==> src/hw/rtl/ldsched_pkg.sv <==
// Package for the LOOK disk scheduler: shared widths, register indexes and the
// structs that pass between the top level, the sorting cells and the result stage.
// No dependencies.
`timescale 1ns / 1ps

package ldsched_pkg;

    // Field widths of the item and result ports.
    localparam int CYL_W = 16;
    localparam int SUM_W = 17;

    // Default capacity of the sorting chain.
    localparam int MAX_REQUESTS_DEF = 32;

    // Configuration port geometry.
    localparam int APB_DW = 32;
    localparam int APB_AW = 3;

    // Register indexes, selected by address bit 2.
    localparam logic REG_START_POSITION = 1'b0;
    localparam logic REG_SWEEP_UPWARD   = 1'b1;

    // Reset values of the configuration registers.
    localparam logic [CYL_W-1:0] START_POSITION_RST = '0;
    localparam logic             SWEEP_UPWARD_RST   = 1'b1;

    // Operation broadcast to every cell of the chain.
    typedef enum logic [1:0] {
        OP_HOLD,
        OP_INSERT,
        OP_ROT_LEFT,
        OP_ROT_RIGHT
    } t_cell_op;

    typedef struct packed {
        t_cell_op         op;
        logic [CYL_W-1:0] key;
    } t_cell_ctrl;

    // Contents of one cell as seen by its neighbours.
    typedef struct packed {
        logic             valid;
        logic [CYL_W-1:0] value;
    } t_cell_data;

    // One served request handed to the result stage.
    typedef struct packed {
        logic             valid;
        logic [CYL_W-1:0] cyl;
        logic             last;
        logic             dropped;
    } t_emit_req;

endpackage

==> src/hw/rtl/ldsched_cell.sv <==
// One cell of the sorting ring: holds a single request cylinder and its valid bit.
// Inserts in sorted order or rotates one place left or right. Depends on ldsched_pkg.
`timescale 1ns / 1ps

module ldsched_cell (
    input  logic                    i_clk,
    input  logic                    i_rst_n,
    input  ldsched_pkg::t_cell_ctrl i_ctrl,
    input  ldsched_pkg::t_cell_data i_prev,
    input  logic                    i_prev_le,
    input  ldsched_pkg::t_cell_data i_next,
    output ldsched_pkg::t_cell_data o_data,
    output logic                    o_le
);

    logic                           r_valid;
    logic [ldsched_pkg::CYL_W-1:0]  r_value;
    logic                           n_valid;
    logic [ldsched_pkg::CYL_W-1:0]  n_value;

    // This cell keeps its entry on insertion when it already holds a value not above the key.
    assign o_le = r_valid && (r_value <= i_ctrl.key);

    assign o_data.valid = r_valid;
    assign o_data.value = r_value;

    // Next contents: keep, take the new key, or take a neighbour's entry.
    always_comb begin
        n_valid = r_valid;
        n_value = r_value;
        case (i_ctrl.op)
            ldsched_pkg::OP_INSERT: begin
                if (!o_le) begin
                    if (i_prev_le) begin
                        n_valid = 1'b1;
                        n_value = i_ctrl.key;
                    end else begin
                        n_valid = i_prev.valid;
                        n_value = i_prev.value;
                    end
                end
            end
            ldsched_pkg::OP_ROT_LEFT: begin
                n_valid = i_next.valid;
                n_value = i_next.value;
            end
            ldsched_pkg::OP_ROT_RIGHT: begin
                n_valid = i_prev.valid;
                n_value = i_prev.value;
            end
            default: begin
                n_valid = r_valid;
                n_value = r_value;
            end
        endcase
    end

    // Valid bit is control state; the value itself needs no reset.
    always_ff @(posedge i_clk) begin
        if (!i_rst_n) begin
            r_valid <= 1'b0;
        end else begin
            r_valid <= n_valid;
        end
    end

    always_ff @(posedge i_clk) begin
        r_value <= n_value;
    end

endmodule

==> src/hw/rtl/ldsched_emit.sv <==
// Result stage of the LOOK disk scheduler: tracks the head position and the running
// movement sum, and registers each result item. Depends on ldsched_pkg.
`timescale 1ns / 1ps

module ldsched_emit (
    input  logic                               i_clk,
    input  logic                               i_rst_n,
    input  logic                               i_load,
    input  logic [ldsched_pkg::CYL_W-1:0]      i_start_position,
    input  ldsched_pkg::t_emit_req             i_req,
    output logic                               o_result_valid,
    output logic [ldsched_pkg::CYL_W-1:0]      o_served_cylinder,
    output logic [ldsched_pkg::CYL_W-1:0]      o_seek_distance,
    output logic [ldsched_pkg::SUM_W-1:0]      o_total_movement,
    output logic                               o_final_in_order,
    output logic                               o_requests_dropped
);

    logic [ldsched_pkg::CYL_W-1:0] r_head;
    logic [ldsched_pkg::SUM_W-1:0] r_sum;
    logic                          r_valid;
    logic [ldsched_pkg::CYL_W-1:0] n_dist;
    logic [ldsched_pkg::SUM_W-1:0] n_sum;

    // Absolute travel from the current head and the new running total.
    always_comb begin
        if (i_req.cyl >= r_head) begin
            n_dist = i_req.cyl - r_head;
        end else begin
            n_dist = r_head - i_req.cyl;
        end
        n_sum = r_sum + ldsched_pkg::SUM_W'(n_dist);
    end

    // Head and sum are reloaded when a batch goes into service.
    always_ff @(posedge i_clk) begin
        if (!i_rst_n) begin
            r_head <= ldsched_pkg::START_POSITION_RST;
            r_sum  <= '0;
        end else if (i_load) begin
            r_head <= i_start_position;
            r_sum  <= '0;
        end else if (i_req.valid) begin
            r_head <= i_req.cyl;
            r_sum  <= n_sum;
        end
    end

    // Result strobe.
    always_ff @(posedge i_clk) begin
        if (!i_rst_n) begin
            r_valid <= 1'b0;
        end else begin
            r_valid <= i_req.valid;
        end
    end

    // Result payload registers.
    always_ff @(posedge i_clk) begin
        if (i_req.valid) begin
            o_served_cylinder  <= i_req.cyl;
            o_seek_distance    <= n_dist;
            o_total_movement   <= n_sum;
            o_final_in_order   <= i_req.last;
            o_requests_dropped <= i_req.dropped;
        end
    end

    assign o_result_valid = r_valid;

endmodule

==> src/hw/rtl/look_disk_scheduler.sv <==
// LOOK disk scheduler top level: a ring of sorting cells, a pass sequencer and the result stage.
// Gathering takes one item per cycle; the batch is sorted as it arrives.
// The first result comes from the ring tap once the item marked as batch end is inserted and is
// registered by the result stage, then at most one per cycle, with one rotation pass of the
// ring per direction. start is ignored while busy; the receiver cannot stall results.
// Synchronous reset empties the ring and sets start_position to 0 and sweep_upward to 1.
`timescale 1ns / 1ps

module look_disk_scheduler #(
    parameter int MAX_REQUESTS = ldsched_pkg::MAX_REQUESTS_DEF
) (
    input  logic                               i_clk,
    input  logic                               i_rst_n,
    // Configuration port
    input  logic                               psel,
    input  logic                               penable,
    input  logic                               pwrite,
    input  logic [ldsched_pkg::APB_AW-1:0]     paddr,
    input  logic [ldsched_pkg::APB_DW-1:0]     pwdata,
    output logic [ldsched_pkg::APB_DW-1:0]     prdata,
    output logic                               pready,
    // Item port
    input  logic                               start,
    output logic                               busy,
    input  logic [ldsched_pkg::CYL_W-1:0]      i_request_cylinder,
    input  logic                               i_batch_end,
    // Result port
    output logic                               o_result_valid,
    output logic [ldsched_pkg::CYL_W-1:0]      o_served_cylinder,
    output logic [ldsched_pkg::CYL_W-1:0]      o_seek_distance,
    output logic [ldsched_pkg::SUM_W-1:0]      o_total_movement,
    output logic                               o_final_in_order,
    output logic                               o_requests_dropped
);

    localparam int CNT_W     = $clog2(MAX_REQUESTS + 1);
    localparam int STEP_W    = $clog2(MAX_REQUESTS);
    localparam int LAST_STEP = MAX_REQUESTS - 1;

    typedef enum logic [1:0] {
        S_GATHER,
        S_PASS1,
        S_PASS2
    } t_state;

    t_state                           r_state;
    logic [ldsched_pkg::CYL_W-1:0]    r_start_position;
    logic                             r_sweep_upward;
    logic [CNT_W-1:0]                 r_count;
    logic [CNT_W-1:0]                 r_left;
    logic [STEP_W-1:0]                r_step;
    logic                             r_overflow;

    ldsched_pkg::t_cell_ctrl          w_ctrl;
    ldsched_pkg::t_cell_data          w_data    [MAX_REQUESTS];
    ldsched_pkg::t_cell_data          w_prev    [MAX_REQUESTS];
    ldsched_pkg::t_cell_data          w_next    [MAX_REQUESTS];
    logic                             w_le      [MAX_REQUESTS];
    logic                             w_prev_le [MAX_REQUESTS];
    ldsched_pkg::t_cell_data          w_tap;
    ldsched_pkg::t_emit_req           w_req;
    logic                             w_accept;
    logic                             w_full;
    logic                             w_dir_left;
    logic                             w_upper;
    logic                             w_emit;
    logic                             w_last;
    logic [CNT_W-1:0]                 n_count;

    // Configuration registers and read-back.
    assign pready = 1'b1;

    always_ff @(posedge i_clk) begin
        if (!i_rst_n) begin
            r_start_position <= ldsched_pkg::START_POSITION_RST;
            r_sweep_upward   <= ldsched_pkg::SWEEP_UPWARD_RST;
        end else if (psel && penable && pwrite && pready) begin
            if (paddr[2] == ldsched_pkg::REG_START_POSITION) begin
                r_start_position <= pwdata[ldsched_pkg::CYL_W-1:0];
            end else begin
                r_sweep_upward <= pwdata[0];
            end
        end
    end

    always_comb begin
        if (paddr[2] == ldsched_pkg::REG_SWEEP_UPWARD) begin
            prdata = {{(ldsched_pkg::APB_DW-1){1'b0}}, r_sweep_upward};
        end else begin
            prdata = {{(ldsched_pkg::APB_DW-ldsched_pkg::CYL_W){1'b0}}, r_start_position};
        end
    end

    // Item acceptance and the insertion count.
    assign busy     = (r_state != S_GATHER);
    assign w_accept = start && !busy;
    assign w_full   = (r_count == CNT_W'(MAX_REQUESTS));
    assign n_count  = w_full ? r_count : r_count + CNT_W'(1);

    // Pass direction: the upper group is served by a left rotation, the lower by a right one.
    assign w_dir_left = (r_state == S_PASS1) ? r_sweep_upward : !r_sweep_upward;
    assign w_tap      = w_dir_left ? w_data[0] : w_data[MAX_REQUESTS-1];
    assign w_upper    = (w_tap.value >= r_start_position);
    assign w_emit     = busy && w_tap.valid && (w_dir_left ? w_upper : !w_upper);
    assign w_last     = w_emit && (r_left == CNT_W'(1));

    // Command broadcast to the ring.
    always_comb begin
        w_ctrl.key = i_request_cylinder;
        if (w_accept && !w_full) begin
            w_ctrl.op = ldsched_pkg::OP_INSERT;
        end else if (busy && w_dir_left) begin
            w_ctrl.op = ldsched_pkg::OP_ROT_LEFT;
        end else if (busy) begin
            w_ctrl.op = ldsched_pkg::OP_ROT_RIGHT;
        end else begin
            w_ctrl.op = ldsched_pkg::OP_HOLD;
        end
    end

    // Ring wiring; an entry that is served at a tap wraps round as empty.
    generate
        for (genvar g = 0; g < MAX_REQUESTS; g++) begin : g_cell
            if (g == 0) begin : g_first
                assign w_prev[g].valid = w_data[MAX_REQUESTS-1].valid && !w_emit;
                assign w_prev[g].value = w_data[MAX_REQUESTS-1].value;
                assign w_prev_le[g]    = 1'b1;
            end else begin : g_inner_prev
                assign w_prev[g]    = w_data[g-1];
                assign w_prev_le[g] = w_le[g-1];
            end
            if (g == MAX_REQUESTS - 1) begin : g_last
                assign w_next[g].valid = w_data[0].valid && !w_emit;
                assign w_next[g].value = w_data[0].value;
            end else begin : g_inner_next
                assign w_next[g] = w_data[g+1];
            end

            ldsched_cell u_cell (
                .i_clk     (i_clk),
                .i_rst_n   (i_rst_n),
                .i_ctrl    (w_ctrl),
                .i_prev    (w_prev[g]),
                .i_prev_le (w_prev_le[g]),
                .i_next    (w_next[g]),
                .o_data    (w_data[g]),
                .o_le      (w_le[g])
            );
        end
    endgenerate

    // Sequencer: gather, then one rotation pass per group.
    always_ff @(posedge i_clk) begin
        if (!i_rst_n) begin
            r_state    <= S_GATHER;
            r_count    <= '0;
            r_left     <= '0;
            r_step     <= '0;
            r_overflow <= 1'b0;
        end else begin
            case (r_state)
                S_GATHER: begin
                    if (w_accept) begin
                        r_count <= n_count;
                        if (w_full) begin
                            r_overflow <= 1'b1;
                        end
                        if (i_batch_end) begin
                            r_left  <= n_count;
                            r_step  <= '0;
                            r_state <= S_PASS1;
                        end
                    end
                end
                S_PASS1, S_PASS2: begin
                    if (w_emit) begin
                        r_left <= r_left - CNT_W'(1);
                    end
                    if (w_last) begin
                        r_count    <= '0;
                        r_overflow <= 1'b0;
                        r_state    <= S_GATHER;
                    end else if (r_state == S_PASS1 && r_step == STEP_W'(LAST_STEP)) begin
                        r_step  <= '0;
                        r_state <= S_PASS2;
                    end else begin
                        r_step <= r_step + STEP_W'(1);
                    end
                end
                default: begin
                    r_state <= S_GATHER;
                end
            endcase
        end
    end

    // Served entry handed to the result stage.
    assign w_req.valid   = w_emit;
    assign w_req.cyl     = w_tap.value;
    assign w_req.last    = w_last;
    assign w_req.dropped = r_overflow;

    ldsched_emit u_emit (
        .i_clk              (i_clk),
        .i_rst_n            (i_rst_n),
        .i_load             (w_accept && i_batch_end),
        .i_start_position   (r_start_position),
        .i_req              (w_req),
        .o_result_valid     (o_result_valid),
        .o_served_cylinder  (o_served_cylinder),
        .o_seek_distance    (o_seek_distance),
        .o_total_movement   (o_total_movement),
        .o_final_in_order   (o_final_in_order),
        .o_requests_dropped (o_requests_dropped)
    );

endmodule

==> config.mk <==
export PLATFORM = sky130hd
export DESIGN_NAME = look_disk_scheduler
export DESIGN_NICKNAME = d
export VERILOG_FILES = /design/src/hw/rtl/ldsched_pkg.sv /design/src/hw/rtl/ldsched_cell.sv /design/src/hw/rtl/ldsched_emit.sv /design/src/hw/rtl/look_disk_scheduler.sv
export SDC_FILE = /design/constraint.sdc
export NUM_CORES = 2
export LEC_CHECK = 0
export ABC_AREA = 0
export BUFFER_PORTS_ARGS = -buffer_cell sky130_fd_sc_hd__buf_4
export CELL_PAD_IN_SITES_DETAIL_PLACEMENT = 1
export CELL_PAD_IN_SITES_GLOBAL_PLACEMENT = 1
export CORE_ASPECT_RATIO = 2
export CORE_MARGIN = 8
export CORE_UTILIZATION = 51
export DETAILED_ROUTE_END_ITERATION = 12
export PLACE_DENSITY = 0.9
export RECOVER_POWER = 100
export SLEW_MARGIN = 20
export SYNTH_ARGS = -nofsm -noshare
export SYNTH_HDL_FRONTEND = slang
export SYNTH_HIERARCHICAL = 1
export SYNTH_SLANG_ARGS = --single-unit
==> constraint.sdc <==
create_clock -name i_clk -period 7.5 [get_ports i_clk]
set_input_delay 0.375 -clock i_clk [delete_from_list [all_inputs] [get_ports i_clk]]
set_output_delay 0.375 -clock i_clk [all_outputs]
set_load 0.01 [all_outputs]
==> results.json <==
{
  "area_growth_pct": 6.36,
  "r2r-start": "r_state[1]$_SDFFE_PN0P_",
  "clock_path_buffers": 3,
  "drv_cap": 15,
  "rsz0062_at_grt": "no",
  "crit_chain": "inv_1 -> ha_1 -> xnor2_2 -> clkbuf_1 -> o22ai_4 -> dlymetal6s4s_1 -> buf_4 -> nand2_1 -> o21ai_0 -> clkbuf_2",
  "hp-class": "primary input to flip-flop",
  "finalInstanceArea_um2": 59600,
  "cts_resized": 0,
  "syn_area_per_cell_um2": 9.23,
  "drt_wl_total_um": 189000,
  "final_util_pct": 54.5,
  "switching_share_pct": 43.3,
  "core_region_area_um2": 109000,
  "drt_iter0_drc": 3473,
  "p_switching_mw": 8.91,
  "drt_first_pass_iters": 6,
  "clkSlewWorstSetupHoldPaths_ns": 0.07,
  "post_drt_wl_per_cell_um": 25.5,
  "grt_overflow_total": 0,
  "cts_tree": "yes",
  "required_ns": 7.81,
  "antenna_found_initial": 2,
  "crit_path_max_incr_delay_ns": 3.32,
  "detail-route-antenna-nets": 0,
  "vias": 48996,
  "die_h_um": 485,
  "syn_inst": 6068,
  "slew_headroom_pct": -253,
  "fmax_ghz": 0.144,
  "track_usage_pct": 29.9,
  "arrival_ns": 7.25,
  "critical-path-slowest-cell": "dlymetal6s4s_1",
  "period_needed_ns": 6.94,
  "p_clk_share_pct": 17.7,
  "cts.sinks": 666,
  "die_w_um": 250,
  "worstSetupEndpointType": "flip-flop",
  "start_util_pct": 51.2,
  "placed_area_um2": 57600,
  "dieArea_um2": 121000,
  "final_cell_count_no_fill": 7423,
  "cellInternalPower_mw": 11.7,
  "worstMarginPinSlew_ns": 5.30,
  "wl_met3_um": 9860,
  "yosysWarnings": 6,
  "worst_clock_skew_ns": 0.0347,
  "cp-start-kind": "flip-flop",
  "postCtsSetupBuffers": 0,
  "setup_slack_ns": 0.558,
  "gp_congestion": 0.872,
  "drive_above_1_share_pct": 6.63,
  "min_from": "penable",
  "critPathLaunch": "r_state[1]$_SDFFE_PN0P_",
  "grt_pass1_vias": 53457,
  "rows": 172,
  "cts-root-buf": "clkbuf_16",
  "wl_met1_um": 68700,
  "wl_met2_um": 98600,
  "path_class": "flip-flop to flip-flop",
  "power_density_nw_per_um2": 346,
  "dp_cells": 7279,
  "topRoutingLayerUsed": "met4",
  "p_comb_share_pct": 43.0,
  "vias_per_cell": 6.60,
  "timing.final.crit_share_pct": 92.6,
  "dpl_worst_slack_ns": 1.19,
  "grt_pass1_wl_um": 294000,
  "insertion_delay_ns": 0.70,
  "hold_violations": 0,
  "route.detailed.drc": 0,
  "drv_slew": 948,
  "dp_hpwl_um": 132000,
  "portBuffers": 108,
  "critPathMaxFanout": 84,
  "io-pin-count": 144,
  "p_leak_nw": 25.0,
  "grt_max_degree": 212,
  "seq_power_share_pct": 39.3,
  "status": "finished, violations left",
  "tns_ns": 0,
  "peakVddDrop_uv": 258,
  "cts_buffers": 70,
  "violations": "max-capacitance violations, max-slew violations",
  "setup_viol": 0,
  "htree_levels": 3,
  "layout.nets": 6621,
  "synth_area_um2": 56000
}
## power by group through the flow
stage / combinational [mW] / sequential, mW / clock [mW]
after CTS: 8.78 / 7.97 / 3.70
final: 8.85 / 8.10 / 3.65
after global placement: 7.60 / 7.95 / 0
after floorplan: 6.49 / 6.87 / 0
after detailed placement: 8.55 / 8.02 / 0
after global routing: 9.77 / 8.10 / 3.80
## metrics by stage
stage | total power [mW] | hold slack, ns
global route | 21.7 | 0.116
floorplan | 13.4 | 0.402
detailed placement | 16.6 | 0.420
finish | 20.6 | 0.0902
global placement | 15.6 | 0.439
CTS | 20.4 | 0.0484
## routing by layer
metal | up-vias | global-route usage [%]
met5 | - | 0
li1 | 21958 | -
met2 | 1954 | 55.0
met3 | 846 | 4.16
met4 | 0 | 18.2
met1 | 24238 | 31.9
## worst max-delay path: cells and delay by family, from the launching register on
| family | cells | cell delay, ns |
|---|---|---|
| AO/OA/AOI/OAI | 2 | 0.42 |
| XOR/XNOR | 1 | 0.37 |
| adder cells (fa/ha/maj) | 1 | 0.26 |
| flip-flops | 1 | 0.36 |
| buffers and inverters | 5 | 4.93 |
| AND/OR/NAND/NOR | 1 | 0.08 |
## layout by cell type (no fill, tap or decap), types with 136 or more instances in the layout
cell type / count
mux2i_1: 517
nor2b_1: 523
a211oi_1: 487
nand2_1: 331
a21oi_1: 833
inv_1: 681
edfxtp_1: 563
ha_1: 585
o21ai_0: 136
## state kept, by name, indices dropped and copies added (netlist names), 2 cells and up
signal and flops:
r_start_position 16, g_cell.u_cell/r_value 512, r_state 2, u_emit/o_served_cylinder 16
u_emit/o_seek_distance 16, u_emit/r_sum 17, r_count 6, r_step 5
u_emit/r_head 16, r_left 6, u_emit/o_total_movement 17, g_cell.u_cell/r_valid 32
## what timing repair did
action / CTS / global route
hold endpoints to repair: 17 / 0
hold buffers: 16 / 0
endpoints found under the setup margin: 0 / 0
## final cells by class
class | count | area, um2
tap | 1392 | 1740
sequential | 666 | 19000
fill | 12433 | 49800
multi-input combinational | 4358 | 32800
antenna | 1 | 2.50
inverter | 682 | 2560
timing repair buffer | 197 | 1210
clock buffer | 91 | 1910
clock inverter | 36 | 324
## worst paths after layout
kind	endpoint	slack, ns	depth (start not counted)
setup / recovery	g_cell[27].u_cell/r_value[1]$_DFFE_PP_	0.56	10
hold / removal	r_sweep_upward$_SDFFE_PN1P_	0.09	4
setup reg to reg	g_cell[27].u_cell/r_value[1]$_DFFE_PP_	0.56	10
hold reg to reg	u_emit/o_requests_dropped$_DFFE_PP_	0.44	0
Power figures use the tool's default switching activity.
